<file path="config.mk">
export PLATFORM = sky130hd
export DESIGN_NAME = rx_hub_flit_delivery_arbiter
export DESIGN_NICKNAME = d
export VERILOG_FILES = /design/src/sv/rhfda_pkg.sv /design/src/sv/rx_hub_flit_delivery_arbiter.sv /design/src/sv/rhfda_ram.sv /design/src/sv/rhfda_mod_unit.sv
export SDC_FILE = /design/constraint.sdc
export NUM_CORES = 2
export LEC_CHECK = 0
export ABC_AREA = 1
export BUFFER_PORTS_ARGS = -buffer_cell sky130_fd_sc_hd__buf_2
export CAP_MARGIN = 0
export CORE_MARGIN = 4
export CORE_UTILIZATION = 30
export CTS_CLUSTER_DIAMETER = 30
export CTS_CLUSTER_SIZE = 30
export DETAILED_ROUTE_END_ITERATION = 6
export PLACE_DENSITY = 0.43
export SLEW_MARGIN = 10
export SYNTH_ARGS = -nofsm -noshare
export SYNTH_HDL_FRONTEND = slang
export SYNTH_SLANG_ARGS = --single-unit
export TNS_END_PERCENT = 20
</file>
<file path="constraint.sdc">
create_clock -name clock -period 9.53 [get_ports clock]
set_input_delay 1.906 -clock clock [delete_from_list [all_inputs] [get_ports clock]]
set_output_delay 1.906 -clock clock [all_outputs]
set_load 0.005 [all_outputs]
</file>
<file path="src/sv/rhfda_pkg.sv">
// Shared types, codes and constants of the rx hub flit delivery arbiter.
// Used by rhfda_mod_unit and rx_hub_flit_delivery_arbiter; depends on nothing.
package rhfda_pkg;

   localparam int DEF_NUM_SOURCES = 8;
   localparam int DEF_FIFO_DEPTH  = 8;
   localparam int NUM_ROUTERS     = 64;
   localparam int ROUTER_CMP_W    = 9;   // wide enough for any router count up to 256

   localparam int LFSR_W          = 16;
   localparam logic [LFSR_W-1:0] LFSR_TAPS  = 16'hB400;
   localparam logic [LFSR_W-1:0] SEED_RESET = 16'd1;
   localparam logic [3:0]        LIMIT_RESET = 4'd4;
   localparam int LIMIT_CMP_W     = 6;   // holds any FIFO depth up to 32

   localparam int CSR_INDEX_W     = 2;
   localparam int CSR_DATA_W      = 16;
   localparam int REQ_TDATA_W     = 56;
   localparam int RSP_TDATA_W     = 48;

   localparam logic FUNC_PUSH = 1'b0;
   localparam logic FUNC_POP  = 1'b1;

   localparam logic [1:0] KIND_HEAD = 2'd0;

   typedef enum logic [CSR_INDEX_W-1:0] {
      CSR_BUFFER_LIMIT  = 2'd0,
      CSR_SOURCE_ENABLE = 2'd1,
      CSR_RANDOM_SEED   = 2'd2
   } csr_index_type;

   typedef enum logic [1:0] {
      ST_DONE     = 2'd0,
      ST_FULL     = 2'd1,
      ST_DISABLED = 2'd2,
      ST_EMPTY    = 2'd3
   } status_type;

   // input beat, lowest field in the lowest bits
   typedef struct packed {
      logic [31:0] flit_payload;
      logic [1:0]  flit_kind;
      logic [5:0]  flit_dest;
      logic [5:0]  request_router;
      logic [2:0]  source_hub;
   } req_item_type;

   localparam int REQ_ITEM_W = $bits(req_item_type);

   // result beat, lowest field in the lowest bits
   typedef struct packed {
      logic [31:0] out_payload;
      logic [1:0]  out_kind;
      logic [5:0]  out_dest;
      logic [2:0]  out_source;
      logic        out_valid;
      status_type  status;
   } rsp_item_type;

   localparam int RSP_ITEM_W = $bits(rsp_item_type);

   // one stored flit
   typedef struct packed {
      logic [31:0] payload;
      logic [1:0]  kind;
      logic [5:0]  dest;
   } flit_word_type;

   localparam int FLIT_W = $bits(flit_word_type);

   typedef struct packed {
      logic busy;
      logic done;
   } mod_status_type;

   // Galois step: shift right, fold the taps in when a one drops out
   function automatic logic [LFSR_W-1:0] lfsr_step(input logic [LFSR_W-1:0] value);
      logic [LFSR_W-1:0] shifted;
      shifted = value >> 1;
      return value[0] ? (shifted ^ LFSR_TAPS) : shifted;
   endfunction

endpackage

</file>
<file path="src/sv/rx_hub_flit_delivery_arbiter.sv">
// Top level of the rx hub flit delivery arbiter: per-source flit FIFOs kept in
// one RAM, head-flit cache, LFSR pick. Depends on rhfda_pkg, rhfda_ram and
// rhfda_mod_unit.
//
// Usage
//   req_* carries one command beat: a push of a flit into the FIFO of
//   source_hub, or a pop of a flit for request_router (req_tuser selects).
//   Every command gives exactly one beat on rsp_*: a status code and, for a
//   successful pop, the delivered flit with its source hub.
//   csr_* writes buffer_limit, source_enable_mask and random_seed; write only
//   while the block is idle. A seed write reloads the LFSR at once.
// Sequencing
//   A command is taken into a holding register, then worked on alone.
//   Push: accept, then commit to the flit RAM.
//   Pop served by a body or tail flit: accept, head scan, RAM read, deliver,
//   head refresh read; the refresh read is skipped when the FIFO is left empty.
//   Pop choosing among head flits: as above, with a pick step after the head
//   scan in which the 16-step remainder unit takes the LFSR modulo the number
//   of waiting heads.
//   Failed pops and refused pushes end after the accept and the check step.
// Reset and stalls
//   Reset empties every FIFO, restores the register defaults and loads the
//   LFSR with 1; flit RAM contents are left as they are.
//   A result waits in the output register while rsp_tready is low; the next
//   command is still accepted and held until the output register frees up.
module rx_hub_flit_delivery_arbiter #(
   parameter int NUM_SOURCES = rhfda_pkg::DEF_NUM_SOURCES,
   parameter int FIFO_DEPTH  = rhfda_pkg::DEF_FIFO_DEPTH
) (
   input  logic                              clock,
   input  logic                              reset,
   // configuration writes
   input  logic                              csr_we,
   input  logic [rhfda_pkg::CSR_INDEX_W-1:0] csr_index,
   input  logic [rhfda_pkg::CSR_DATA_W-1:0]  csr_wdata,
   // command channel
   input  logic                              req_tvalid,
   output logic                              req_tready,
   // tdata from bit 0: source_hub[3], request_router[6], flit_dest[6],
   // flit_kind[2], flit_payload[32], zero padding
   input  logic [rhfda_pkg::REQ_TDATA_W-1:0] req_tdata,
   // tuser: func (0 push, 1 pop)
   input  logic [0:0]                        req_tuser,
   // result channel
   output logic                              rsp_tvalid,
   input  logic                              rsp_tready,
   // tdata from bit 0: status[2], out_valid[1], out_source[3], out_dest[6],
   // out_kind[2], out_payload[32], zero padding
   output logic [rhfda_pkg::RSP_TDATA_W-1:0] rsp_tdata
);

   localparam int SW        = $clog2(NUM_SOURCES);
   localparam int PW        = $clog2(FIFO_DEPTH);
   localparam int FW        = $clog2(FIFO_DEPTH + 1);
   localparam int CW        = $clog2(NUM_SOURCES + 1);
   localparam int AW        = SW + PW;
   localparam int RAM_DEPTH = NUM_SOURCES << PW;

   typedef enum logic [5:0] {
      S_IDLE    = 6'b000001,
      S_EXEC    = 6'b000010,
      S_MOD     = 6'b000100,
      S_LOAD    = 6'b001000,
      S_READ    = 6'b010000,
      S_REFRESH = 6'b100000
   } state_type;

   state_type state_ff, state_in;

   // configuration
   logic [3:0]                   limit_ff, limit_in;
   logic [7:0]                   mask_ff, mask_in;
   logic [rhfda_pkg::LFSR_W-1:0] lfsr_ff, lfsr_in;

   // held command
   rhfda_pkg::req_item_type item_ff, item_in;
   logic                    func_ff, func_in;
   logic [SW-1:0]           sel_ff, sel_in;

   // per-source FIFO bookkeeping and head cache
   logic [PW-1:0] rp_ff [NUM_SOURCES];
   logic [PW-1:0] rp_in [NUM_SOURCES];
   logic [PW-1:0] wp_ff [NUM_SOURCES];
   logic [PW-1:0] wp_in [NUM_SOURCES];
   logic [FW-1:0] fill_ff [NUM_SOURCES];
   logic [FW-1:0] fill_in [NUM_SOURCES];
   logic [5:0]    hdest_ff [NUM_SOURCES];
   logic [5:0]    hdest_in [NUM_SOURCES];
   logic [1:0]    hkind_ff [NUM_SOURCES];
   logic [1:0]    hkind_in [NUM_SOURCES];

   // output register
   rhfda_pkg::rsp_item_type rsp_ff, rsp_in;
   logic                    rsp_valid_ff, rsp_valid_in;
   logic                    result_we;
   logic                    rsp_free;

   // flit RAM
   logic                     ram_we, ram_re;
   logic [AW-1:0]            ram_waddr, ram_raddr;
   rhfda_pkg::flit_word_type ram_wdata, ram_rdata;

   // remainder unit
   logic                      mod_start;
   rhfda_pkg::mod_status_type mod_status;
   logic [CW-1:0]             mod_rem;
   logic [CW-1:0]             nheads;

   // head scan
   logic [NUM_SOURCES-1:0] body_m, head_m;
   logic                   any_body;
   logic [SW-1:0]          body_pick, head_pick;
   logic                   router_bad;
   logic [rhfda_pkg::ROUTER_CMP_W-1:0] ROUTER_CMP_LHS;
   logic                   hub_ok, fifo_full;
   logic [rhfda_pkg::LIMIT_CMP_W-1:0] limit_eff;
   logic [PW-1:0]          rp_next, wp_next;
   logic                   overfill;

   assign req_tready = (state_ff == S_IDLE);
   assign rsp_free   = !rsp_valid_ff || rsp_tready;

   // scan the cached heads of all live sources against the requested router
   always_comb begin
      logic                   live;
      logic [NUM_SOURCES-1:0] below;
      body_m    = '0;
      head_m    = '0;
      body_pick = '0;
      head_pick = '0;
      overfill  = 1'b0;
      for (int s = 0; s < NUM_SOURCES; s++) begin
         live = (s < 8) && mask_ff[3'(s)] && (fill_ff[s] != '0)
                && (hdest_ff[s] == item_ff.request_router);
         body_m[s] = live && (hkind_ff[s] != rhfda_pkg::KIND_HEAD);
         head_m[s] = live && (hkind_ff[s] == rhfda_pkg::KIND_HEAD);
         if (fill_ff[s] > FW'(FIFO_DEPTH)) begin
            overfill = 1'b1;
         end
      end
      // lowest-numbered body or tail flit wins
      for (int s = NUM_SOURCES - 1; s >= 0; s--) begin
         if (body_m[s]) begin
            body_pick = SW'(s);
         end
      end
      // head flit whose rank among waiting heads equals the remainder
      for (int s = 0; s < NUM_SOURCES; s++) begin
         below = head_m & ((NUM_SOURCES'(1) << s) - NUM_SOURCES'(1));
         if (head_m[s] && (CW'($countones(below)) == mod_rem)) begin
            head_pick = SW'(s);
         end
      end
   end

   assign any_body   = (body_m != '0);
   assign nheads     = CW'($countones(head_m));
   assign router_bad = ROUTER_CMP_LHS >= rhfda_pkg::ROUTER_CMP_W'(rhfda_pkg::NUM_ROUTERS);

   assign ROUTER_CMP_LHS = rhfda_pkg::ROUTER_CMP_W'(item_ff.request_router);

   // push acceptance: source present and enabled, fill below clamped limit
   assign limit_eff = (limit_ff == 4'd0) ? rhfda_pkg::LIMIT_CMP_W'(1) :
                      (rhfda_pkg::LIMIT_CMP_W'(limit_ff) > rhfda_pkg::LIMIT_CMP_W'(FIFO_DEPTH))
                         ? rhfda_pkg::LIMIT_CMP_W'(FIFO_DEPTH)
                         : rhfda_pkg::LIMIT_CMP_W'(limit_ff);
   assign hub_ok    = (int'(item_ff.source_hub) < NUM_SOURCES)
                      && mask_ff[item_ff.source_hub];
   assign fifo_full = rhfda_pkg::LIMIT_CMP_W'(fill_ff[sel_ff]) >= limit_eff;

   assign rp_next = (rp_ff[sel_ff] == PW'(FIFO_DEPTH - 1)) ? '0 : rp_ff[sel_ff] + PW'(1);
   assign wp_next = (wp_ff[sel_ff] == PW'(FIFO_DEPTH - 1)) ? '0 : wp_ff[sel_ff] + PW'(1);

   always_comb begin
      state_in     = state_ff;
      limit_in     = limit_ff;
      mask_in      = mask_ff;
      lfsr_in      = lfsr_ff;
      item_in      = item_ff;
      func_in      = func_ff;
      sel_in       = sel_ff;
      rp_in        = rp_ff;
      wp_in        = wp_ff;
      fill_in      = fill_ff;
      hdest_in     = hdest_ff;
      hkind_in     = hkind_ff;
      rsp_in       = rsp_ff;
      result_we    = 1'b0;
      ram_we       = 1'b0;
      ram_waddr    = {sel_ff, wp_ff[sel_ff]};
      ram_wdata    = '{payload: item_ff.flit_payload, kind: item_ff.flit_kind,
                       dest: item_ff.flit_dest};
      ram_re       = 1'b0;
      ram_raddr    = {sel_ff, rp_ff[sel_ff]};
      mod_start    = 1'b0;

      // register writes; unknown indexes drop
      if (csr_we) begin
         unique case (csr_index)
            rhfda_pkg::CSR_BUFFER_LIMIT:  limit_in = csr_wdata[3:0];
            rhfda_pkg::CSR_SOURCE_ENABLE: mask_in  = csr_wdata[7:0];
            rhfda_pkg::CSR_RANDOM_SEED: begin
               lfsr_in = (csr_wdata == '0) ? rhfda_pkg::SEED_RESET : csr_wdata;
            end
            default: ;
         endcase
      end

      unique case (state_ff)
         S_IDLE: begin
            if (req_tvalid) begin
               item_in  = rhfda_pkg::req_item_type'(req_tdata[rhfda_pkg::REQ_ITEM_W-1:0]);
               func_in  = req_tuser[0];
               sel_in   = SW'(item_in.source_hub);
               state_in = S_EXEC;
            end
         end
         S_EXEC: begin
            if (func_ff == rhfda_pkg::FUNC_PUSH) begin
               // hold until the output register is free, then commit
               if (rsp_free) begin
                  result_we = 1'b1;
                  rsp_in    = '0;
                  if (!hub_ok) begin
                     rsp_in.status = rhfda_pkg::ST_DISABLED;
                  end else if (fifo_full) begin
                     rsp_in.status = rhfda_pkg::ST_FULL;
                  end else begin
                     rsp_in.status   = rhfda_pkg::ST_DONE;
                     ram_we          = 1'b1;
                     wp_in[sel_ff]   = wp_next;
                     fill_in[sel_ff] = fill_ff[sel_ff] + FW'(1);
                     // empty FIFO: the new flit is the head
                     if (fill_ff[sel_ff] == '0) begin
                        hdest_in[sel_ff] = item_ff.flit_dest;
                        hkind_in[sel_ff] = item_ff.flit_kind;
                     end
                  end
                  state_in = S_IDLE;
               end
            end else if (router_bad || (!any_body && nheads == '0)) begin
               if (rsp_free) begin
                  result_we     = 1'b1;
                  rsp_in        = '0;
                  rsp_in.status = rhfda_pkg::ST_EMPTY;
                  state_in      = S_IDLE;
               end
            end else if (any_body) begin
               sel_in   = body_pick;
               state_in = S_LOAD;
            end else begin
               // advance before every pick among heads, then reduce
               lfsr_in   = rhfda_pkg::lfsr_step(lfsr_ff);
               mod_start = 1'b1;
               state_in  = S_MOD;
            end
         end
         S_MOD: begin
            if (mod_status.done) begin
               sel_in   = head_pick;
               state_in = S_LOAD;
            end
         end
         S_LOAD: begin
            ram_re   = 1'b1;
            state_in = S_READ;
         end
         S_READ: begin
            if (rsp_free) begin
               result_we          = 1'b1;
               rsp_in.status      = rhfda_pkg::ST_DONE;
               rsp_in.out_valid   = 1'b1;
               rsp_in.out_source  = 3'(sel_ff);
               rsp_in.out_dest    = ram_rdata.dest;
               rsp_in.out_kind    = ram_rdata.kind;
               rsp_in.out_payload = ram_rdata.payload;
               rp_in[sel_ff]      = rp_next;
               fill_in[sel_ff]    = fill_ff[sel_ff] - FW'(1);
               // fetch the next head of this FIFO if one is left
               if (fill_ff[sel_ff] > FW'(1)) begin
                  ram_re    = 1'b1;
                  ram_raddr = {sel_ff, rp_next};
                  state_in  = S_REFRESH;
               end else begin
                  state_in  = S_IDLE;
               end
            end
         end
         S_REFRESH: begin
            hdest_in[sel_ff] = ram_rdata.dest;
            hkind_in[sel_ff] = ram_rdata.kind;
            state_in         = S_IDLE;
         end
         default: state_in = S_IDLE;
      endcase

      if (result_we) begin
         rsp_valid_in = 1'b1;
      end else if (rsp_tready) begin
         rsp_valid_in = 1'b0;
      end else begin
         rsp_valid_in = rsp_valid_ff;
      end
   end

   always_ff @(posedge clock) begin
      if (reset) begin
         state_ff     <= S_IDLE;
         limit_ff     <= rhfda_pkg::LIMIT_RESET;
         mask_ff      <= '0;
         lfsr_ff      <= rhfda_pkg::SEED_RESET;
         rp_ff        <= '{default: '0};
         wp_ff        <= '{default: '0};
         fill_ff      <= '{default: '0};
         rsp_valid_ff <= 1'b0;
      end else begin
         state_ff     <= state_in;
         limit_ff     <= limit_in;
         mask_ff      <= mask_in;
         lfsr_ff      <= lfsr_in;
         rp_ff        <= rp_in;
         wp_ff        <= wp_in;
         fill_ff      <= fill_in;
         rsp_valid_ff <= rsp_valid_in;
      end
   end

   always_ff @(posedge clock) begin
      item_ff  <= item_in;
      func_ff  <= func_in;
      sel_ff   <= sel_in;
      hdest_ff <= hdest_in;
      hkind_ff <= hkind_in;
      rsp_ff   <= rsp_in;
   end

   rhfda_ram #(
      .WIDTH (rhfda_pkg::FLIT_W),
      .DEPTH (RAM_DEPTH)
   ) u_flit_ram (
      .clock   (clock),
      .wr_en   (ram_we),
      .wr_addr (ram_waddr),
      .wr_data (ram_wdata),
      .rd_en   (ram_re),
      .rd_addr (ram_raddr),
      .rd_data (ram_rdata)
   );

   rhfda_mod_unit #(
      .DIV_W (CW)
   ) u_mod_unit (
      .clock     (clock),
      .reset     (reset),
      .start     (mod_start),
      .dividend  (rhfda_pkg::lfsr_step(lfsr_ff)),
      .divisor   (nheads),
      .status    (mod_status),
      .remainder (mod_rem)
   );

   assign rsp_tvalid = rsp_valid_ff;
   assign rsp_tdata  = {(rhfda_pkg::RSP_TDATA_W - rhfda_pkg::RSP_ITEM_W)'(0), rsp_ff};

   lfsr_never_zero: assert property (@(posedge clock) disable iff (reset)
      lfsr_ff != '0)
      else $error("selection LFSR reached zero");

   fill_within_depth: assert property (@(posedge clock) disable iff (reset)
      !overfill)
      else $error("FIFO fill count above depth");

   delivered_flit_is_done: assert property (@(posedge clock) disable iff (reset)
      rsp_valid_ff && rsp_ff.out_valid |-> rsp_ff.status == rhfda_pkg::ST_DONE)
      else $error("delivered flit with a failure status");

   remainder_unit_only_in_mod: assert property (@(posedge clock) disable iff (reset)
      mod_status.busy |-> state_ff == S_MOD)
      else $error("remainder unit busy outside the pick state");

   read_from_occupied_fifo: assert property (@(posedge clock) disable iff (reset)
      state_ff == S_READ |-> fill_ff[sel_ff] != '0)
      else $error("flit read from an empty FIFO");

endmodule

</file>
<file path="src/sv/rhfda_ram.sv">
// Generic simple dual-port RAM: one write port, one read port, registered read.
// Standalone; no package dependency.
module rhfda_ram #(
   parameter int WIDTH = 40,
   parameter int DEPTH = 64
) (
   input  logic                     clock,
   input  logic                     wr_en,
   input  logic [$clog2(DEPTH)-1:0] wr_addr,
   input  logic [WIDTH-1:0]         wr_data,
   input  logic                     rd_en,
   input  logic [$clog2(DEPTH)-1:0] rd_addr,
   output logic [WIDTH-1:0]         rd_data
);

   logic [WIDTH-1:0] mem_ff [DEPTH];
   logic [WIDTH-1:0] rd_data_ff;

   always_ff @(posedge clock) begin
      if (wr_en) begin
         mem_ff[wr_addr] <= wr_data;
      end
      if (rd_en) begin
         rd_data_ff <= mem_ff[rd_addr];
      end
   end

   assign rd_data = rd_data_ff;

endmodule

</file>
<file path="src/sv/rhfda_mod_unit.sv">
// Restoring remainder unit: LFSR value modulo a small count, one bit a cycle.
// Depends on rhfda_pkg.
module rhfda_mod_unit #(
   parameter int DIV_W = 4
) (
   input  logic                         clock,
   input  logic                         reset,
   input  logic                         start,
   input  logic [rhfda_pkg::LFSR_W-1:0] dividend,
   input  logic [DIV_W-1:0]             divisor,
   output rhfda_pkg::mod_status_type    status,
   output logic [DIV_W-1:0]             remainder
);

   localparam int CNT_W = $clog2(rhfda_pkg::LFSR_W);

   logic                         busy_ff, busy_in;
   logic                         done_ff, done_in;
   logic [CNT_W-1:0]             count_ff, count_in;
   logic [rhfda_pkg::LFSR_W-1:0] dvd_ff, dvd_in;
   logic [DIV_W-1:0]             rem_ff, rem_in;
   logic [DIV_W-1:0]             div_ff, div_in;
   logic [DIV_W:0]               trial;

   always_comb begin
      busy_in  = busy_ff;
      done_in  = 1'b0;
      count_in = count_ff;
      dvd_in   = dvd_ff;
      rem_in   = rem_ff;
      div_in   = div_ff;
      trial    = {rem_ff, dvd_ff[rhfda_pkg::LFSR_W-1]};
      if (start) begin
         busy_in  = 1'b1;
         count_in = '0;
         dvd_in   = dividend;
         rem_in   = '0;
         div_in   = divisor;
      end else if (busy_ff) begin
         // bring down one dividend bit, subtract when it fits
         if (trial >= {1'b0, div_ff}) begin
            rem_in = DIV_W'(trial - {1'b0, div_ff});
         end else begin
            rem_in = DIV_W'(trial);
         end
         dvd_in   = dvd_ff << 1;
         count_in = count_ff + CNT_W'(1);
         if (count_ff == CNT_W'(rhfda_pkg::LFSR_W - 1)) begin
            busy_in = 1'b0;
            done_in = 1'b1;
         end
      end
   end

   always_ff @(posedge clock) begin
      if (reset) begin
         busy_ff <= 1'b0;
         done_ff <= 1'b0;
      end else begin
         busy_ff <= busy_in;
         done_ff <= done_in;
      end
   end

   always_ff @(posedge clock) begin
      count_ff <= count_in;
      dvd_ff   <= dvd_in;
      rem_ff   <= rem_in;
      div_ff   <= div_in;
   end

   assign status.busy = busy_ff;
   assign status.done = done_ff;
   assign remainder   = rem_ff;

   busy_and_done_exclusive: assert property (@(posedge clock) disable iff (reset)
      !(busy_ff && done_ff))
      else $error("remainder unit reports done while still busy");

   remainder_below_divisor: assert property (@(posedge clock) disable iff (reset)
      done_ff |-> rem_ff < div_ff)
      else $error("remainder not below divisor");

   done_one_cycle: assert property (@(posedge clock) disable iff (reset)
      done_ff |=> !done_ff)
      else $error("done held longer than one cycle");

endmodule

</file>
Word-level counts from Yosys, hierarchy flattened:

Memory sizes are Yosys's and may differ from the RTL's. A register that Yosys moved wholly into a read port is not among the register bits.
Cells that the tools add are included.

* flip-flop bits (word level): 308
* logic and storage cells: 296
* memories kept: 1
* bits in writable memories: 2560
* input bits: 80

Memory list
* u_flit_ram.mem_ff: words 64, bits a word 40, read ports 1, clocked after Yosys merged registers in 1, wr ports 1, line rhfda_ram.sv:16 `logic [WIDTH-1:0] mem_ff [DEPTH];`

* bitwise logic cells: 5
* eq/ne operators: 32
* reduce and logical (&&, ||, !) cells: 59
* magnitude comparators: 8
* $add $sub $neg: 10
* multiplexer cells: 117

Operators with widths (number)
* 16-bit two-way mux: 15
* 48-bit two-way mux: 5
* 46-bit two-way mux: 5
* 32-bit two-way mux: 5
* 48-bit bitwise mux: 2
* 48-bit case mux with 2 select lines: 1
* 46-bit case mux with 2 select lines: 1
* 32-bit bitwise mux: 2
* 32-bit case mux with 2 select lines: 1
* 24-bit bitwise mux: 2
* 6-bit two-way mux: 8
* 3-bit two-way mux: 15
* 16-bit bitwise mux: 2
* 16-bit case mux with 2 select lines: 1
* 6-bit case mux with 5 select lines: 1
* 4-bit two-way mux: 7
* 1-bit two-way mux: 25
* 6-bit == test: 4
* 1-bit logical AND: 21
* 2-bit != test (second input constant): 10
* 3-bit binary-select mux with 3-bit select: 2
* 6-bit demux with 3-bit select: 1
* 6-bit AND reduction: 3
* 16-bit zero test: 1
* 52 further kinds: 91

Depth between registers and ports, before layout:

* depth in word-level cells: 13
* depth in mapped cells: 28
* depth with buffers taken out: 24

Hierarchy:

A second synthesis with hierarchy kept.

* cell total of the unflattened synthesis: 9857
* area, all modules: 115927.4 um^2

Modules (own cells, without submodules)
* rhfda_ram: instances 1, cells each 8453, seq. area each 78074.9 um^2, area an instance 103531.8 um^2
* rx_hub_flit_delivery_arbiter: instances 1, cells each 1248, seq. area each 6236.0 um^2, area an instance 10960.5 um^2
* rhfda_mod_unit: instances 1, cells each 156, seq. area each 800.8 um^2, area an instance 1435.1 um^2

Least setup slack after synthesis:

OpenSTA, ideal clock, no wires.

* path type: reg2reg
* start point: register sel_ff[1]
* end point: memory u_flit_ram.mem_ff[0][0], enable pin
* clock period less this slack: 5.051 ns
* arrival time: 4.614 ns
* required time: 9.092 ns
* library setup time: 0.438 ns
* cell stages (with the launch flop): 19
* path slack: 4.479 ns
* cells stage by stage: edfxtp_1 inv_2 nand2_1 nor2_1 clkbuf_1 a22oi_1 and3_1 nand2_1 ha_1 inv_1 nor2_1 o21ai_0 nand3_1 nor4_1 inv_1 nor2_1 inv_1 clkbuf_1 nor2_1

* longest elaborated chain between the ends: 12
* elaborated cells on any way between the ends: 15

RTL lines
* from (decl): line rx_hub_flit_delivery_arbiter.sv:78 `logic [SW-1:0] sel_ff, sel_in;`
* from (signal assigned): line rx_hub_flit_delivery_arbiter.sv:331 `sel_ff <= sel_in;`
* 3-bit inverter with 4-bit output (implied by the code): line rx_hub_flit_delivery_arbiter.sv:169, rx_hub_flit_delivery_arbiter.sv:190
* 4-bit binary-select mux with 3-bit select: line rx_hub_flit_delivery_arbiter.sv:169 `assign fifo_full = rhfda_pkg::LIMIT_CMP_W'(fill_ff[sel_ff]) >= limit_eff;`
* 4-bit two-way mux (implied by the code) (2 in a row): line rx_hub_flit_delivery_arbiter.sv:169
* 4-bit >= comparator: line rx_hub_flit_delivery_arbiter.sv:169
* 1-bit two-way mux: line rx_hub_flit_delivery_arbiter.sv:226 `end else if (fifo_full) begin`
* 1-bit two-way mux: line rx_hub_flit_delivery_arbiter.sv:224 `if (!hub_ok) begin`
* 1-bit two-way mux: line rx_hub_flit_delivery_arbiter.sv:221 `if (rsp_free) begin`
* 1-bit two-way mux: line rx_hub_flit_delivery_arbiter.sv:219 `if (func_ff == rhfda_pkg::FUNC_PUSH) begin`
* 1-bit two-way mux: line rx_hub_flit_delivery_arbiter.sv:209 `unique case (state_ff)`
* 1-bit two-way mux: line rhfda_ram.sv:20 `if (wr_en) begin`
* 1-bit two-way mux (implied by the code): line rhfda_ram.sv:21 `mem_ff[wr_addr] <= wr_data;`
* to (decl): line rhfda_ram.sv:16

Parallel ways exist; a longest one is shown, timed or not. The select of a mux whose other input is x is not followed.

Worst setup path after layout:

* start point: register sel_ff[0]
* end point: register u_flit_ram.rd_data_ff[4] (netlist: u_flit_ram.rd_data[4]) (read register of u_flit_ram.mem_ff) (data pin)

* longest elaborated chain between the ends: 9
* elaborated cells on any way between the ends: 17

RTL lines
* 3-bit inverter with 4-bit output (implied by the code): line rx_hub_flit_delivery_arbiter.sv:171, rx_hub_flit_delivery_arbiter.sv:194, rx_hub_flit_delivery_arbiter.sv:280
* 3-bit binary-select mux with 3-bit select: line rx_hub_flit_delivery_arbiter.sv:171, rx_hub_flit_delivery_arbiter.sv:194
* 3-bit two-way mux (implied by the code) (2 in a row): line rx_hub_flit_delivery_arbiter.sv:171, rx_hub_flit_delivery_arbiter.sv:194
* 3-bit by 1-bit adder with 3-bit output or 3-bit == test (tied branches): line rx_hub_flit_delivery_arbiter.sv:171 `assign rp_next = (rp_ff[sel_ff] == PW'(FIFO_DEPTH - 1)) ? '0 : rp_ff[sel_ff] + PW'(1);`
* 3-bit two-way mux: line rx_hub_flit_delivery_arbiter.sv:171
* 3-bit two-way mux: line rx_hub_flit_delivery_arbiter.sv:280 `if (fill_ff[sel_ff] > FW'(1)) begin`
* 3-bit two-way mux: line rx_hub_flit_delivery_arbiter.sv:269 `if (rsp_free) begin`
* 3-bit two-way mux: line rx_hub_flit_delivery_arbiter.sv:209
* to (decl): line rhfda_ram.sv:17 `logic [WIDTH-1:0] rd_data_ff;`

Parallel ways exist; a longest one is shown, timed or not. The select of a mux whose other input is x is not followed.
A chain may end at the register's enable or synchronous reset.

==> metrics.txt <==
Vias per Instance=~4.7; IO Count=130; status=completed; die width=approximately 650 um; HP Class=register to register; Synth cell types=between 50 and 60; post-cts resize count=0; sequential-to-total area share from yosys stat=between 60% and 70%; Switching Power=~13000 uW; final setup vio count=0; CTS tree=built; Period minus WS final=7.34 ns; initial DRC count=approximately 8000; TritonCTS Buffers=around 630; Reg-to-Reg Start=sel_ff[0]; HPWL after detailed placement=220000 um; synthesized flop and latch total=roughly 2900; Post-CTS Setup Repair Bufs=0; clk_skew=between 0.03 and 0.04 ns; clock share of power=between 40% and 50%; Clk pin slew, worst setup/hold paths=approximately 0.050 ns; Sequential Power Share=between 30 and 40%; GR Util All Layers=between 10% and 20%; fill count=slightly below 40000; Fmax=about 140 MHz; critical path required time=10.25 ns; WL final=between 400000 and 500000 um; RSZ-0062 raised after global routing=false; maximum capacitance violations=0; Cell Pwr Density=approximately 290 nW/um^2; Reg-to-Reg End=u_flit_ram.rd_data[4]; GR Overflow Total=0; clock tree buffer depth=4; worst vdd ir=about 0.3 mV; synth warn=0; max-slew violations=0; Root Buffer=clkbuf_16; HP Start=wp_ff[10]; DRC Markers=0; Final Hold Viols=0; Finished Layout Cells=between 15000 and 20000; Post-synth EDFFs=2750; startpoint types=register; Starting Density=30.2%; most used cell along the critical path=nand2_1; most common cell after layout, fill and taps aside=nand2_1; Post-CTS Hold Fix Bufs=0; Mapped Area=~120000 um^2; Core Region=a little over 400000 um^2; top_reg_cell synth=edfxtp_1; Clock H-tree levels=6; Final Core Density=37.4%; layout overhead on the synthesized area=23.7%; Worst Hold Depth=2; CP top delay family=simple AND/OR/NAND/NOR gates; fin crit share=between 70% and 80%; Setup CP Type=register to register; first-pass GRT wire length=slightly below 600000 um; multi-input logic area=27900 um^2; CP max stage delay=roughly 0.71 ns; row cnt=approximately 230; Worst-Skew Late Latency=1.00 ns; Worst Reg-to-Reg Cells=23; Max FO, Critical Path=90; worst-margin pin slew=between 1 and 1.5 ns; largest net degree at the start of global routing=approximately 150; post-synthesis async set-or-reset flop share=0%; Syn Inst Count=11447; relative slew slack=22.5%; most frequent cells in the layout=3330 x nand2_1, 2750 x edfxtp_1, 1759 x inv_1; Die ar.=417000 um^2; die height=646 um; Buffers & Inverters on Critical Path=5; syn avg cell area=10.7 um^2; register area=85100 um^2; number of global-route vias before repair=80882; DRT antenna net count=0; CP Capture Type=register; Hold Path End=wp_ff[10]; layout cells sized above 1=around an eighth; DR pass1 iterations=5; gpl congestion=slightly below 0.8; Leak=about 0.06 uW; Placed Instances=around 17000; initial antenna violation count=18; critical path's slowest cell=nand2_1; CP cell instances=inv_6 -> buf_12 -> nand2_1 -> nor2_1 -> a211oi_1 -> nand2_1 -> inv_1 -> ha_1 -> or2_2 -> nand3_4 -> nand2_4 -> nand2_4 -> nand2_8 -> buf_12 -> buf_12 -> nand2_1 -> o21ai_0 -> nand2_1 -> nand3_1 -> nand3_1 -> nand2_1 -> nor2_1 -> nand3_1; Sw Share=between 20 and 30%; count of clock tree sinks=around 2900; nets=11979; Pint=between 30000 and 40000 uW; Design Power=between 40000 and 50000 uW; setup TNS=0 ns; combinational power share=approximately 17%; routed len/inst=approximately 23 um; port buffer count=120; WHS=between 0.4 and 0.5 ns; Reg2Reg Setup Slack=approximately 2.2 ns; Vias=approximately 84000; arrival time worst endpoint=between 8 and 9 ns
[cells in the mapped netlist, drive strengths merged (2+ instances only)]
cell type | number | area [um^2]
nand2 | 3339 | 12600
edfxtp | 2750 | 82600
inv | 1772 | 6650
nand3 | 1612 | 8090
o21ai | 422 | 2120
nor2 | 421 | 1610
buf | 392 | 2160
clkbuf | 208 | 781
o211ai | 147 | 1100
dfxtp | 125 | 2500
a21oi | 89 | 445
ha | 18 | 225
nand3b | 17 | 131
nor3 | 17 | 85.1
nand4 | 15 | 93.8
nor4 | 14 | 93.8
xor2 | 13 | 114
a311oi | 11 | 96.3
o22ai | 10 | 62.6
or2 | 9 | 56.3
a211oi | 7 | 52.6
a22o | 5 | 43.8
a221oi | 4 | 35.0
a22oi | 4 | 30.0
a31oi | 4 | 25.0
fa | 3 | 60.1
xnor2 | 3 | 26.3
clkinv | 2 | 7.51
mux2i | 2 | 20.0
o2111ai | 2 | 17.5
[area by class of cell]
class	instances	area share (%)
clock buffers	746	10.9
diodes	1	0.00166
clock inverters	394	3.00
multi-input cells	6199	18.5
repair buffers	403	2.30
flip-flops and latches	2875	56.4
inverters	1774	4.42
well taps	5405	4.48
[through the flow]
stage / setup WS [ns] / instance area, um^2
2_1_floorplan: 4.48 / 122000
3_3_place_gp: 2.17 / 130000
3_5_place_dp: 2.20 / 130000
4_1_cts: 2.21 / 151000
5_1_grt: 1.85 / 151000
6_report: 2.19 / 151000
[flip-flops by register name, indices dropped and copies added, names as in the netlist, 3 cells and up]
name,cells
ROUTER_CMP_LHS,6
fill_ff,32
hdest_ff,24
hkind_ff,8
item_ff,43
lfsr_ff,16
limit_ff,4
mask_ff,8
rp_ff,24
rsp_tdata,46
sel_ff,3
state_ff,6
u_flit_ram.mem_ff,2560
u_flit_ram.rd_data,40
u_mod_unit.count_ff,4
u_mod_unit.div_ff,3
u_mod_unit.dvd_ff,16
u_mod_unit.remainder,4
wp_ff,24
[layer usage]
metal | share of wire (%) | GRT usage (%)
met2 | 47 | 31.6
met4 | 2.6 | 5.60
met5 | 0 | 0
met3 | 5.9 | 2.79
met1 | 44 | 26.5
[logic make-up (layout without fill, tap and decap cells)]
logic type      after synthesis  in the layout  share of synthesized area, %
other cells                   1              3                       0.00308
compound gates              711            711                          3.35
flops                      2875           2875                          69.8
buf+inv                    2374           3317                          7.87
simple gates               5447           5447                          18.6
fa+ha+maj                    21             21                         0.234
xor+xnor                     16             16                         0.115
mux                           2              2                        0.0164
[worst min-delay path: cells and delay by family, from the launching register on]
kind / cells / cell delay, ns
AOI/OAI and AO/OA: 1 / 0.05
DFF: 1 / 0.29
buffers and inverters: 1 / 0.06
[how the worst max path moves through the flow]
stage                   start                      end  slack, ns  cells after the start
detailed placement  sel_ff[0]    u_flit_ram.rd_data[4]       2.20                     23
global route        sel_ff[0]    u_flit_ram.rd_data[4]       1.85                     23
floorplan           sel_ff[1]  u_flit_ram.mem_ff[0][0]       4.48                     18
global placement    sel_ff[0]    u_flit_ram.rd_data[4]       2.17                     23
finish              sel_ff[0]    u_flit_ram.rd_data[4]       2.19                     23
CTS                 sel_ff[0]    u_flit_ram.rd_data[4]       2.21                     23
[power by group through the flow]
stage	Clock, uW	Sequential (uW)	Combinational, uW
after detailed placement	0	15000	7520
after floorplan	0	15300	3650
final	21400	14700	7420
after CTS	21700	14700	7540
after global placement	0	15000	7510
after global routing	22400	14700	8020
Power figures use the tool's default switching activity.
